[config.mk]
export PLATFORM = sky130hd
export DESIGN_NAME = encoder_period_averager
export DESIGN_NICKNAME = d
export VERILOG_FILES = /design/src/hw/rtl/epa_pkg.sv /design/src/hw/rtl/epa_ctrl.sv /design/src/hw/rtl/epa_datapath.sv /design/src/hw/rtl/encoder_period_averager.sv
export SDC_FILE = /design/constraint.sdc
export NUM_CORES = 1
export LEC_CHECK = 0
export ABC_AREA = 1
export BUFFER_PORTS_ARGS = -buffer_cell sky130_fd_sc_hd__buf_2
export CELL_PAD_IN_SITES_DETAIL_PLACEMENT = 0
export CELL_PAD_IN_SITES_GLOBAL_PLACEMENT = 1
export CORE_UTILIZATION = 47
export CTS_CLUSTER_SIZE = 28
export DETAILED_ROUTE_END_ITERATION = 16
export GPL_ROUTABILITY_DRIVEN = 0
export PLACE_DENSITY_LB_ADDON = 0.1
export SYNTH_ARGS = -nofsm -noshare
export SYNTH_HDL_FRONTEND = slang
export SYNTH_SLANG_ARGS = --single-unit
[constraint.sdc]
create_clock -name clk -period 4.65 [get_ports clk]
set_clock_uncertainty 0.05 [all_clocks]
set_input_delay 0.2325 -clock clk [delete_from_list [all_inputs] [get_ports clk]]
set_output_delay 0.2325 -clock clk [all_outputs]
set_load 0.1 [all_outputs]
[src/hw/rtl/epa_pkg.sv]
// Package for the encoder period averager.
// Types, action codes and constants shared by controller, datapath and top level.
package epa_pkg;

    localparam int unsigned DataW    = 32;
    localparam int unsigned CountW   = $clog2(DataW);
    localparam logic [15:0] TimeoutReset = 16'd500;
    localparam logic [31:0] OverflowStep = 32'h0001_0000;
    localparam logic [15:0] MsSaturate   = 16'hFFFF;

    typedef enum logic [1:0] {
        ACT_EVENT = 2'd0,
        ACT_TICK  = 2'd1,
        ACT_READ  = 2'd2,
        ACT_NONE  = 2'd3
    } action_t;

    typedef enum logic [1:0] {
        ST_IDLE,
        ST_DIVIDE,
        ST_DONE
    } state_t;

    // controller -> datapath
    typedef struct packed {
        logic do_event;   // apply timer event
        logic do_tick;    // age ms counter
        logic do_read;    // timeout check, latch divider operands
        logic div_step;   // one quotient bit
        logic div_done;   // store quotient as held period
        logic out_load;   // load output register
    } cmd_t;

    // datapath -> controller
    typedef struct packed {
        logic div_needed; // read finds pulses after timeout check
        logic div_last;   // final quotient bit this cycle
    } status_t;

endpackage

[src/hw/rtl/epa_ctrl.sv]
// Controller state machine for the encoder period averager.
// Depends on epa_pkg; drives cmd_t into epa_datapath and owns the output valid.
module epa_ctrl
    import epa_pkg::*;
(
    input  logic          clk,
    input  logic          rst_n,
    input  logic          in_valid,
    input  logic [1:0]    in_action,
    output logic          in_ready,
    output logic          out_valid,
    input  logic          out_ready,
    input  status_t       status,
    output cmd_t          cmd
);

    state_t state_reg, state_next;
    logic   out_valid_reg, out_valid_next;
    logic   accept;
    logic   slot_free;

    assign accept    = in_valid && (state_reg == ST_IDLE);
    assign slot_free = !out_valid_reg || out_ready;

    always_comb
    begin
        state_next = state_reg;
        unique case (state_reg)
            ST_IDLE:
            begin
                if (accept && in_action == ACT_READ)
                begin
                    state_next = status.div_needed ? ST_DIVIDE : ST_DONE;
                end
            end
            ST_DIVIDE:
            begin
                if (status.div_last)
                begin
                    state_next = ST_DONE;
                end
            end
            ST_DONE:
            begin
                if (slot_free)
                begin
                    state_next = ST_IDLE;
                end
            end
            default: state_next = ST_IDLE;
        endcase
    end

    always_comb
    begin
        cmd = '0;
        unique case (state_reg)
            ST_IDLE:
            begin
                cmd.do_event = accept && (in_action == ACT_EVENT);
                cmd.do_tick  = accept && (in_action == ACT_TICK);
                cmd.do_read  = accept && (in_action == ACT_READ);
            end
            ST_DIVIDE:
            begin
                cmd.div_step = 1'b1;
                cmd.div_done = status.div_last;
            end
            ST_DONE:
            begin
                cmd.out_load = slot_free;
            end
            default: cmd = '0;
        endcase
    end

    always_comb
    begin
        out_valid_next = out_valid_reg;
        if (cmd.out_load)
        begin
            out_valid_next = 1'b1;
        end
        else if (out_ready)
        begin
            out_valid_next = 1'b0;
        end
    end

    always_ff @(posedge clk or negedge rst_n)
    begin
        if (!rst_n)
        begin
            state_reg     <= ST_IDLE;
            out_valid_reg <= 1'b0;
        end
        else
        begin
            state_reg     <= state_next;
            out_valid_reg <= out_valid_next;
        end
    end

    assign in_ready  = (state_reg == ST_IDLE);
    assign out_valid = out_valid_reg;

endmodule

[src/hw/rtl/epa_datapath.sv]
// Datapath for the encoder period averager: measurement state, timeout
// register, radix-2 restoring divider and output register. Depends on epa_pkg.
module epa_datapath
    import epa_pkg::*;
(
    input  logic          clk,
    input  logic          rst_n,
    input  cmd_t          cmd,
    output status_t       status,
    input  logic          cfg_we,
    input  logic [15:0]   cfg_wdata,
    input  logic          overflow_flag,
    input  logic          capture_flag,
    input  logic [15:0]   capture_value,
    input  logic          direction,
    output logic [31:0]   period_ticks,
    output logic          running_flag
);

    logic [15:0] timeout_ms_reg;
    logic        running_reg, running_next;
    logic        last_dir_reg, last_dir_next;
    logic [31:0] ext_reg, ext_next;
    logic [31:0] sum_reg, sum_next;
    logic [31:0] pulse_reg, pulse_next;
    logic [31:0] held_reg, held_next;
    logic [15:0] ms_reg, ms_next;
    logic [CountW-1:0] cnt_reg, cnt_next;

    // divider operands, no reset
    logic [31:0] quo_reg, quo_next;
    logic [31:0] rem_reg, rem_next;
    logic [31:0] dvs_reg, dvs_next;
    logic [31:0] out_period_reg;
    logic        out_run_reg;

    logic        stop_now;
    logic        dir_change;
    logic        run1;
    logic [31:0] sum1, pulse1, ext1;
    logic [32:0] rem_sh, rem_sub;

    assign stop_now = running_reg && (ms_reg > timeout_ms_reg);

    assign status.div_needed = !stop_now && (pulse_reg != 32'd0);
    assign status.div_last   = (cnt_reg == CountW'(DataW - 1));

    assign dir_change = (last_dir_reg != direction);
    assign run1       = dir_change ? 1'b0 : running_reg;
    assign sum1       = dir_change ? 32'd0 : sum_reg;
    assign pulse1     = dir_change ? 32'd0 : pulse_reg;
    assign ext1       = overflow_flag ? (ext_reg + OverflowStep) : ext_reg;

    assign rem_sh  = {rem_reg, quo_reg[31]};
    assign rem_sub = rem_sh - {1'b0, dvs_reg};

    always_comb
    begin
        running_next  = running_reg;
        last_dir_next = last_dir_reg;
        ext_next      = ext_reg;
        sum_next      = sum_reg;
        pulse_next    = pulse_reg;
        held_next     = held_reg;
        ms_next       = ms_reg;
        cnt_next      = cnt_reg;
        quo_next      = quo_reg;
        rem_next      = rem_reg;
        dvs_next      = dvs_reg;

        if (cmd.do_event)
        begin
            last_dir_next = direction;
            running_next  = run1;
            sum_next      = sum1;
            pulse_next    = pulse1;
            ext_next      = ext1;
            if (dir_change)
            begin
                held_next = 32'd0;
            end
            if (capture_flag)
            begin
                if (run1)
                begin
                    sum_next   = sum1 + ext1 + {16'd0, capture_value};
                    pulse_next = pulse1 + 32'd1;
                end
                else
                begin
                    running_next = 1'b1;
                    sum_next     = 32'd0;
                    pulse_next   = 32'd0;
                end
                ms_next  = 16'd0;
                ext_next = 32'd0;
            end
        end

        if (cmd.do_tick && ms_reg != MsSaturate)
        begin
            ms_next = ms_reg + 16'd1;
        end

        if (cmd.do_read)
        begin
            if (stop_now)
            begin
                running_next = 1'b0;
                held_next    = 32'd0;
            end
            // stop or division both leave sum and count cleared
            if (stop_now || pulse_reg != 32'd0)
            begin
                sum_next   = 32'd0;
                pulse_next = 32'd0;
            end
            quo_next = sum_reg;
            dvs_next = pulse_reg;
            rem_next = 32'd0;
            cnt_next = '0;
        end

        if (cmd.div_step)
        begin
            cnt_next = cnt_reg + CountW'(1);
            if (!rem_sub[32])
            begin
                rem_next = rem_sub[31:0];
                quo_next = {quo_reg[30:0], 1'b1};
            end
            else
            begin
                rem_next = rem_sh[31:0];
                quo_next = {quo_reg[30:0], 1'b0};
            end
        end

        if (cmd.div_done)
        begin
            held_next = quo_next;
        end
    end

    always_ff @(posedge clk or negedge rst_n)
    begin
        if (!rst_n)
        begin
            timeout_ms_reg <= TimeoutReset;
            running_reg    <= 1'b0;
            last_dir_reg   <= 1'b0;
            ext_reg        <= 32'd0;
            sum_reg        <= 32'd0;
            pulse_reg      <= 32'd0;
            held_reg       <= 32'd0;
            ms_reg         <= 16'd0;
            cnt_reg        <= '0;
        end
        else
        begin
            if (cfg_we)
            begin
                timeout_ms_reg <= cfg_wdata;
            end
            running_reg  <= running_next;
            last_dir_reg <= last_dir_next;
            ext_reg      <= ext_next;
            sum_reg      <= sum_next;
            pulse_reg    <= pulse_next;
            held_reg     <= held_next;
            ms_reg       <= ms_next;
            cnt_reg      <= cnt_next;
        end
    end

    always_ff @(posedge clk)
    begin
        quo_reg <= quo_next;
        rem_reg <= rem_next;
        dvs_reg <= dvs_next;
        if (cmd.out_load)
        begin
            out_period_reg <= held_reg;
            out_run_reg    <= running_reg;
        end
    end

    assign period_ticks = out_period_reg;
    assign running_flag = out_run_reg;

endmodule

[src/hw/rtl/encoder_period_averager.sv]
// Top level of the encoder period averager: controller plus datapath.
// Depends on epa_pkg, epa_ctrl and epa_datapath.
//
// Usage
//   Input channel (in_valid/in_ready) carries one request per item:
//   action selects timer event, millisecond tick or period read; the
//   event fields (overflow_flag, capture_flag, capture_value, direction)
//   matter only for timer events. Action code 3 is taken and ignored.
//   Output channel (out_valid/out_ready) carries period_ticks and
//   running_flag, one result per read request and nothing else.
//   cfg_we/cfg_wdata write timeout_ms; write only when idle.
// Timing
//   Events and ticks are absorbed in the accept cycle; in_ready stays high.
//   A read that finds pulses runs the restoring divider, one quotient bit
//   per cycle, then loads the output register once the receiver has room;
//   in_ready returns together with the result valid, so the next request
//   waits until the read is through.
//   A read without pulses skips the divider and goes straight to the
//   output load; its result and in_ready again return together.
// Reset and stall
//   rst_n clears all measurement state and sets timeout_ms to 500.
//   The output register holds a result until taken; a finished read
//   waits in the controller while the receiver stalls, and new requests
//   are held off only during a read.
module encoder_period_averager
    import epa_pkg::*;
(
    input  logic          clk,
    input  logic          rst_n,
    input  logic          in_valid,
    output logic          in_ready,
    input  logic [1:0]    action,
    input  logic          overflow_flag,
    input  logic          capture_flag,
    input  logic [15:0]   capture_value,
    input  logic          direction,
    output logic          out_valid,
    input  logic          out_ready,
    output logic [31:0]   period_ticks,
    output logic          running_flag,
    input  logic          cfg_we,
    input  logic [15:0]   cfg_wdata
);

    cmd_t    cmd;
    status_t status;

    // sequencing: accept, divider iterations, output hand-off
    epa_ctrl u_ctrl (
        .clk       (clk),
        .rst_n     (rst_n),
        .in_valid  (in_valid),
        .in_action (action),
        .in_ready  (in_ready),
        .out_valid (out_valid),
        .out_ready (out_ready),
        .status    (status),
        .cmd       (cmd)
    );

    // measurement state, divider and output register
    epa_datapath u_datapath (
        .clk           (clk),
        .rst_n         (rst_n),
        .cmd           (cmd),
        .status        (status),
        .cfg_we        (cfg_we),
        .cfg_wdata     (cfg_wdata),
        .overflow_flag (overflow_flag),
        .capture_flag  (capture_flag),
        .capture_value (capture_value),
        .direction     (direction),
        .period_ticks  (period_ticks),
        .running_flag  (running_flag)
    );

endmodule

Yosys cells after proc, flatten, opt, wreduce, memory -nomap -nowiden
Index checks and enable logic that the tools add are counted.

operators by class
  magnitude comparators = 1
  equal/unequal tests = 10
  multiplexer cells = 45
  reduce and logical (&&, ||, !) cells = 20
  add/sub/neg operators = 7

operator list
  kind                    count
  $mux 32                 24
  $mux 16                 3
  $sub 33x32->33          1
  $add 32x1->32 const B   1
  $add 32x16->32          1
  $add 32x17->32 const B  1
  $add 32x32->32          1
  $reduce_bool 32->1      1
  $add 16x1->16 const B   1
  $gt 16x16->1            1
  $ne 16x16->1 const B    1
  $mux 2                  5
  $mux 5                  2
  $mux 1                  9
  $reduce_bool 2->1       4
  $logic_and 1x1->1       7
  $ne 2x1->1 const B      3
  $pmux 2 s3              1
  $add 5x1->5 const B     1
  $eq 5x5->1 const B      1
  $eq 2x1->1 const B      2
  $eq 2x2->1 const B      2
  $logic_not 2->1         2
  $mux 3                  1
  other kinds (5)         7

word-level totals
  input bits = 42
  bits in registers = 299
  logic and storage cells = 99
  output and inout bits = 35

Longest topological paths before layout
Gate-level depths: netlist of run 1.

  depth in word-level cells = 9
  mapped depth = 20
  gate-level depth less buffers = 20

Hierarchy
A second synthesis of run 1 with hierarchy kept.

second synthesis, totals
  cells, all modules = 2182
  area total of the unflattened synthesis = 17352.9 µm²

by module, submodules not included
  module        cells an instance  times used  area each (µm²)
  epa_datapath  2147               1           17133.9
  epa_ctrl      35                 1           219.0

Worst setup path after synthesis of run 1
OpenSTA, ideal clock, no wires.

  path type = reg2reg
  from = register u_ctrl.state_reg[1]
  to = register u_datapath.dvs_reg[0] (enable)
  path buffers = 1
  required time = 4.191 ns
  stages on the path, launching flop included = 5
  slack = 1.201 ns
  data arrival time = 2.990 ns
  library setup time = 0.409 ns
  cell sequence = dfrtp_1 -> nor2_2 -> nand4_1 -> inv_1 -> buf_1

RTL lines
  what                    RTL line             text
  start, declared         epa_ctrl.sv:17       state_t state_reg, state_next;
  start signal, assigned  epa_ctrl.sv:99       state_reg <= state_next;
  end signal, assigned    epa_datapath.sv:180  dvs_reg <= dvs_next;
  end, declared           epa_datapath.sv:33   logic [31:0] dvs_reg, dvs_next;

Worst setup path after layout of run 1
  from = register u_datapath.last_dir_reg
  to = register u_datapath.sum_reg[15]

on the way
  cells in the longest elaborated chain, start to end = 9
  elaborated cells between the ends (all ways) = 10

RTL lines
  what                         RTL line             text
  start, declared              epa_datapath.sv:22   logic last_dir_reg, last_dir_next;
  start signal, assigned       epa_datapath.sv:166  last_dir_reg <= last_dir_next;
  $ne 1x1->1 (*)               epa_datapath.sv:48   assign dir_change = (last_dir_reg != direction);
  $mux 32                      epa_datapath.sv:50   assign sum1 = dir_change ? 32'd0 : sum_reg;
  $add 32x32->32               epa_datapath.sv:86   sum_next = sum1 + ext1 + {16'd0, capture_value};
  $add 32x16->32               epa_datapath.sv:86
  $mux 32                      epa_datapath.sv:84   if (run1)
  $mux 32 (*)                  epa_datapath.sv:82   if (capture_flag)
  $mux 32 (*)                  epa_datapath.sv:71   if (cmd.do_event)
  $mux 32                      epa_datapath.sv:113  if (stop_now || pulse_reg != 32'd0)
  $mux 32 (*)                  epa_datapath.sv:105  if (cmd.do_read)
  via u_datapath.sum_next[15]  epa_datapath.sv:24   logic [31:0] sum_reg, sum_next;
  end signal, assigned         epa_datapath.sv:168  sum_reg <= sum_next;
  end, declared                epa_datapath.sv:24

The timed path passes the listed nets; every way through them passes the cells marked *.
A chain may end at the register's enable or synchronous reset.

==> impl_metrics.ini, run 1 <==
[clocking]
clk_pin_slew_ns = 0.05
clkLatencyLatePin_ns = 0.55
cts_buffers = 35
cts_tree = built
htree_levels = 2
cts_buffer_depth = 3
cts_setup_buffers = 0
clock_sink_count = 283
cts-root-buf = clkbuf_16

[finish]
nFillCells = 3555
area_growth_pct = 12.6
nets = 2474
antenna_cells = 0
drive_gt1_frac = 0.0863

[worst_setup_path]
end_kind = flop
required_ns = 5.01
regToRegStartpoint = u_datapath.last_dir_reg
cp_max_fo = 14
r2r_cells = 14
r2r-end = u_datapath.sum_reg[15]
arrival_ns = 4.19
startpoint_type = flop
path_class = reg -> reg
reg2reg_slack_ns = 0.82

[worst_hold_path]
hold_end = u_datapath.timeout_ms_reg[2]
min_path_type = in -> reg
hold_depth = 3
worstHoldStart = cfg_we

[yosys]
synth_area_um2 = 17400
yosysTopAreaCellShare = 0.213
ys_warn_count = 0
synth_cells = 2235
synth_top_cell_by_area = dfrtp_1
synth_seq_cells = 283
syn_area_per_cell_um2 = 7.79
ys_seq_area_frac = 0.426
synth_edf_count = 97
syn-num-nets = 2393
synth_most_common_cell = nand2_1
async_flop_share = 0.544
ys_types = 56
synth_area_leaders = dfrtp_1, edfxtp_1, nand2_1
synth_ff_type = dfrtp_1
synth_top_cells_by_count = nand2_1, inv_1, nor2_1, o21ai_0, a21oi_1

[timing]
tightest_slew_ns = 1.04
drv_slew = 0
fin_crit_sh = 0.823
setup_tns_ns = 0
holdWs_ns = 0.0530
setup_violations = 0
max_freq_mhz = 261
hold_viol = 0
grt_setup_unrepaired = false
min_period_ns = 3.83
slew_headroom = 0.304

[floorplan]
fp.dieH_um = 195
coreArea_um2 = 36500
start_util = 0.477
dieArea_um2 = 37800
dieWidth_um = 195
num_rows = 70
pin_count = 77

[grt]
antenna_found_initial = 0
grt_overflow_total = 0
grt_max_degree = 102
grt_pass1_wl_mm = 77.9
track_usage = 0.259
grt_pass1_vias = 14800

[drt]
drc = 0
dr.pass1.iters = 6
vias = 15400
drt-wirelength-per-cell_um = 17.2
drt-initial-drc-count = 1008
wl_mm = 48.2
ant_nets = 0
via_per_inst = 5.47

[power_and_ir_drop]
peakVddDrop_mv = 0.307
p_per_area_nw_per_um2 = 569
p_leak_nw = 8.79

[flow_run]
drv_cap = 0

[status]
status = completed

[placed_design]
dp_hpwl_mm = 35.0
place.port_buffers = 76
-- per-layer routing --
| layer | share of wire | GRT usage |
|---|---|---|
| met3 | 0.051 | 0.0347 |
| met2 | 0.45 | 0.406 |
| met5 | 0 | 0 |
| met1 | 0.48 | 0.374 |
| met4 | 0.019 | 0.0700 |
-- repair_timing --
action / 4_1_cts / 5_1_grt
hold buffers: 19 / 0
gates resized for setup: 0 / 0
endpoints found under the hold margin: 118 / 0
-- metrics by stage --
stage / instance area (um^2) / std cells / utilization / total power, mW / setup WS [ns]
floorplan: 17400 / 2235 / - / 7.25 / 1.20
global placement: 18200 / 2728 / 0.499 / 8.27 / 0.880
detailed placement: 18200 / 2728 / 0.499 / 8.35 / 0.813
CTS: 19600 / 2809 / 0.537 / 11.2 / 0.795
global route: 19600 / 2809 / 0.537 / 12.0 / 0.460
finish: 19600 / 2809 / 0.537 / 11.2 / 0.822
-- worst max-delay path by stage --
stage	slack, ns	startpoint	to	cells after the start
after floorplan	1.20	u_ctrl.state_reg[1]	u_datapath.dvs_reg[0]	4
after global placement	0.88	u_datapath.last_dir_reg	u_datapath.sum_reg[15]	14
after detailed placement	0.81	u_datapath.last_dir_reg	u_datapath.sum_reg[15]	14
after CTS	0.80	u_datapath.last_dir_reg	u_datapath.sum_reg[15]	14
after global routing	0.46	u_datapath.last_dir_reg	u_datapath.sum_reg[31]	16
final	0.82	u_datapath.last_dir_reg	u_datapath.sum_reg[15]	14
-- power by group --
| part | internal (mW) | leakage (nW) | switching [mW] | total, mW |
|---|---|---|---|---|
| Sequential | 3.46 | 3.20 | 0.431 | 3.89 |
| Combinational | 1.32 | 5.01 | 3.14 | 4.46 |
| Clock | 1.69 | 0.567 | 1.12 | 2.81 |
-- cell type report --
| type | instances | area (um^2) | area share |
|---|---|---|---|
| Timing Repair Buffer | 109 | 694 | 0.0354 |
| Multi-Input combinational cell | 1602 | 8660 | 0.442 |
| Sequential cell | 283 | 7410 | 0.378 |
| Clock inverter | 17 | 234 | 0.0119 |
| Clock buffer | 45 | 953 | 0.0486 |
| Inverter | 285 | 1070 | 0.0545 |
| Tap cell | 468 | 586 | 0.0299 |
-- worst max-delay path: stages, from the launching register on --
cell,delay [ns]
dfrtp_1,0.39
inv_1,0.09
nand2_1,0.09
nand2_1,0.50
nor2_1,0.11
ha_1,0.31
ha_1,0.25
fa_1,0.41
nand3_1,0.12
nand3_1,0.12
a21boi_0,0.47
o21ai_0,0.31
or2_2,0.33
nand3_1,0.07
a21oi_1,0.07
-- cell families (layout without fill, tap and decap cells) --
kind of cell	count (synthesis)	count (layout)	synth area share
xor gates and xnor gates	50	50	0.0251
buffers and inverters	350	456	0.0786
DFF	283	283	0.426
muxes	1	1	0.000646
and+or+nand+nor	925	925	0.229
AOI/OAI and AO/OA	510	510	0.157
adders and majority gates	116	116	0.0842
-- cell usage in the layout (no fill, tap or decap), types with 7 or more instances in the layout --
master	count
ha_1	114
o21ai_0	230
o21a_1	8
clkbuf_16	35
or2_2	8
o211ai_1	8
nand3_1	153
inv_1	278
nor2_2	8
edfxtp_1	97
nor2_1	236
dfxtp_1	32
o22ai_1	20
xnor2_1	7
buf_2	75
xor2_1	43
dfrtp_1	148
nor3_1	34
nand2_2	8
buf_4	13
dlygate4sd3_1	19
a21o_1	8
nor4_1	19
a21oi_1	201
nand3b_1	8
nand2_1	411
nand4_1	25
Note: power is estimated with default switching activity, not from simulation.
==> run 2: changes to the inputs <==
==> constraint.sdc (replaced) <==
create_clock -name clk -period 3.9 [get_ports clk]
set_clock_uncertainty 0.05 [all_clocks]
set_input_delay 0.195 -clock clk [delete_from_list [all_inputs] [get_ports clk]]
set_output_delay 0.195 -clock clk [all_outputs]
set_load 0.1 [all_outputs]
==> run 2 against run 1 <==
  * Register-to-register slack lost 0.44 ns
  * Critical endpoint is now u_datapath.sum_reg[25]
  * Global-route usage hardly changed
  * Combinational power grew 20%
  * Worst setup slack got worse by 0.44 ns
  * Non-clock buffer count increased by 8
  * Cell area hardly changed
  * Sequential share of layout area barely moved
  * Highest routed layer unchanged
  * Largest cell class unchanged
  * Routed wire length down 0.99%
  * Cell count is 0.28% higher
  * Clock-buffer cell count is 2 higher
  * First-iteration DRC count up 11%
  * Clock power is 16% higher
==> impl_metrics.ini, run 2 (synthesized netlist as in run 1, its figures left out) <==
[status]
status = completed

[floorplan]
start_util = 0.477
num_rows = 70
fp.dieH_um = 195
dieWidth_um = 195
coreArea_um2 = 36500
pin_count = 77
dieArea_um2 = 37800

[timing]
max_freq_mhz = 284
holdWs_ns = 0.0162
grt_setup_unrepaired = false
fin_crit_sh = 0.902
drv_slew = 0
min_period_ns = 3.52
setup_violations = 0
slew_headroom = 0.322
setup_tns_ns = 0
tightest_slew_ns = 1.01
hold_viol = 0

[clocking]
cts_buffers = 34
cts_buffer_depth = 3
clkLatencyLatePin_ns = 0.55
cts_setup_buffers = 0
clock_sink_count = 283
cts_tree = built
htree_levels = 2
clk_pin_slew_ns = 0.06
cts-root-buf = clkbuf_16

[finish]
layout.cells.non_filler = 2817
layout_common_cells = nand2_1, inv_1, nor2_1, o21ai_0, a21oi_1
nets = 2481
area_growth_pct = 12.5
drive_gt1_frac = 0.0851
multiInputGateArea_um2 = 8660
layout_commonest_cell = nand2_1
seqCellArea_um2 = 7410
antenna_cells = 0
nFillCells = 3513

[drt]
via_per_inst = 5.44
drt-wirelength-per-cell_um = 17.0
drc = 0
wl_mm = 47.7
vias = 15300
dr.pass1.iters = 6
drt-initial-drc-count = 1122
ant_nets = 0

[worst_setup_path]
cp_top_family = simple AND/OR/NAND/NOR gates
cp_max_fo = 5
path_buf_inv = 1
cp_slowest_cell = dfrtp_1
cp_slowest_stage_delay_ns = 0.40
arrival_ns = 3.87
cp_cell_sequence = ha_1, inv_1, nor3_2, nand4_1, nor3_1, xor2_1, ha_1, ha_1, nand2_1, nor2_1, nand2_1, nor4_1, nand2_1, nand3_1, nand2_1, nand3_1, a21oi_1
end_kind = flop
path_class = reg -> reg
startpoint_type = flop
path_common_cell = nand2_1
required_ns = 4.26

[power_and_ir_drop]
p_leak_nw = 8.79
power_mw = 13.2
p_per_area_nw_per_um2 = 675
peakVddDrop_mv = 0.360

[grt]
grt_pass1_wl_mm = 77.8
track_usage = 0.259
grt_overflow_total = 0
grt_pass1_vias = 14600
grt_max_degree = 89
antenna_found_initial = 0

[placed_design]
dp_hpwl_mm = 35.4
dp.cells = 2734
place.port_buffers = 76

[worst_hold_path]
min_path_type = in -> reg

[flow_run]
drv_cap = 0
## run 2: cell count changes in the layout (fill, tap and decap cells not counted), sizes merged
cell,before,now
buf,90,96
clkinvlp,4,1
clkbuf,45,47
dlygate4sd3,19,21
bufinv,4,5
clkinv,9,8
inv,285,286
## run 2: worst paths after layout
check                                             start                           end  cells past startpoint  slack (ns)
max in group asynchronous                         rst_n  u_datapath.timeout_ms_reg[2]                      3        2.57
worst min-delay path                             cfg_we  u_datapath.timeout_ms_reg[6]                      3        0.02
worst max register to register   u_datapath.ext_reg[16]        u_datapath.sum_reg[25]                     17        0.38
worst min register to register  u_datapath.held_reg[13]   u_datapath.period_ticks[13]                      0        0.40
worst max-delay path             u_datapath.ext_reg[16]        u_datapath.sum_reg[25]                     17        0.38
min in group asynchronous                         rst_n       u_datapath.held_reg[18]                      2        0.23
## run 2: per-stage QoR
stage / area [um^2] / utilization / worst slack (ns)
after floorplan: 17400 / - / 0.451
after global placement: 18300 / 0.500 / 0.434
after detailed placement: 18300 / 0.500 / 0.327
after CTS: 19600 / 0.537 / 0.330
after global routing: 19600 / 0.537 / 0.0374
final: 19600 / 0.537 / 0.381
## run 2: worst min-delay path, cell delays in order
cell and delay, ns:
buf_2 0.23, nand2_1 0.10, o21ai_0 0.07
## run 2: layer usage
layer / routed length, um / part of all wire / GRT usage
met5: 0 / 0 / 0
met4: 1090 / 0.023 / 0.0661
met3: 2330 / 0.049 / 0.0361
met2: 20700 / 0.43 / 0.400
met1: 23700 / 0.50 / 0.379
## run 2: final cells by class
cell class	instances	share of cell area
Clock buffer	47	0.0464
Clock inverter	15	0.0110
Inverter	285	0.0546
Multi-Input combinational cell	1602	0.442
Sequential cell	283	0.378
Tap cell	468	0.0299
Timing Repair Buffer	117	0.0381
## run 2: report_power, final
group | internal, mW | switching, mW
Combinational | 1.59 | 3.76
Clock | 1.97 | 1.29
Sequential | 4.12 | 0.508
## run 2: repair_timing
| action | 4_1_cts | 5_1_grt |
|---|---|---|
| setup endpoints to repair | 0 | 2 |
| endpoints found under the hold margin | 103 | 0 |
| hold buffers | 21 | 0 |
| gates resized for setup | 0 | 1 |
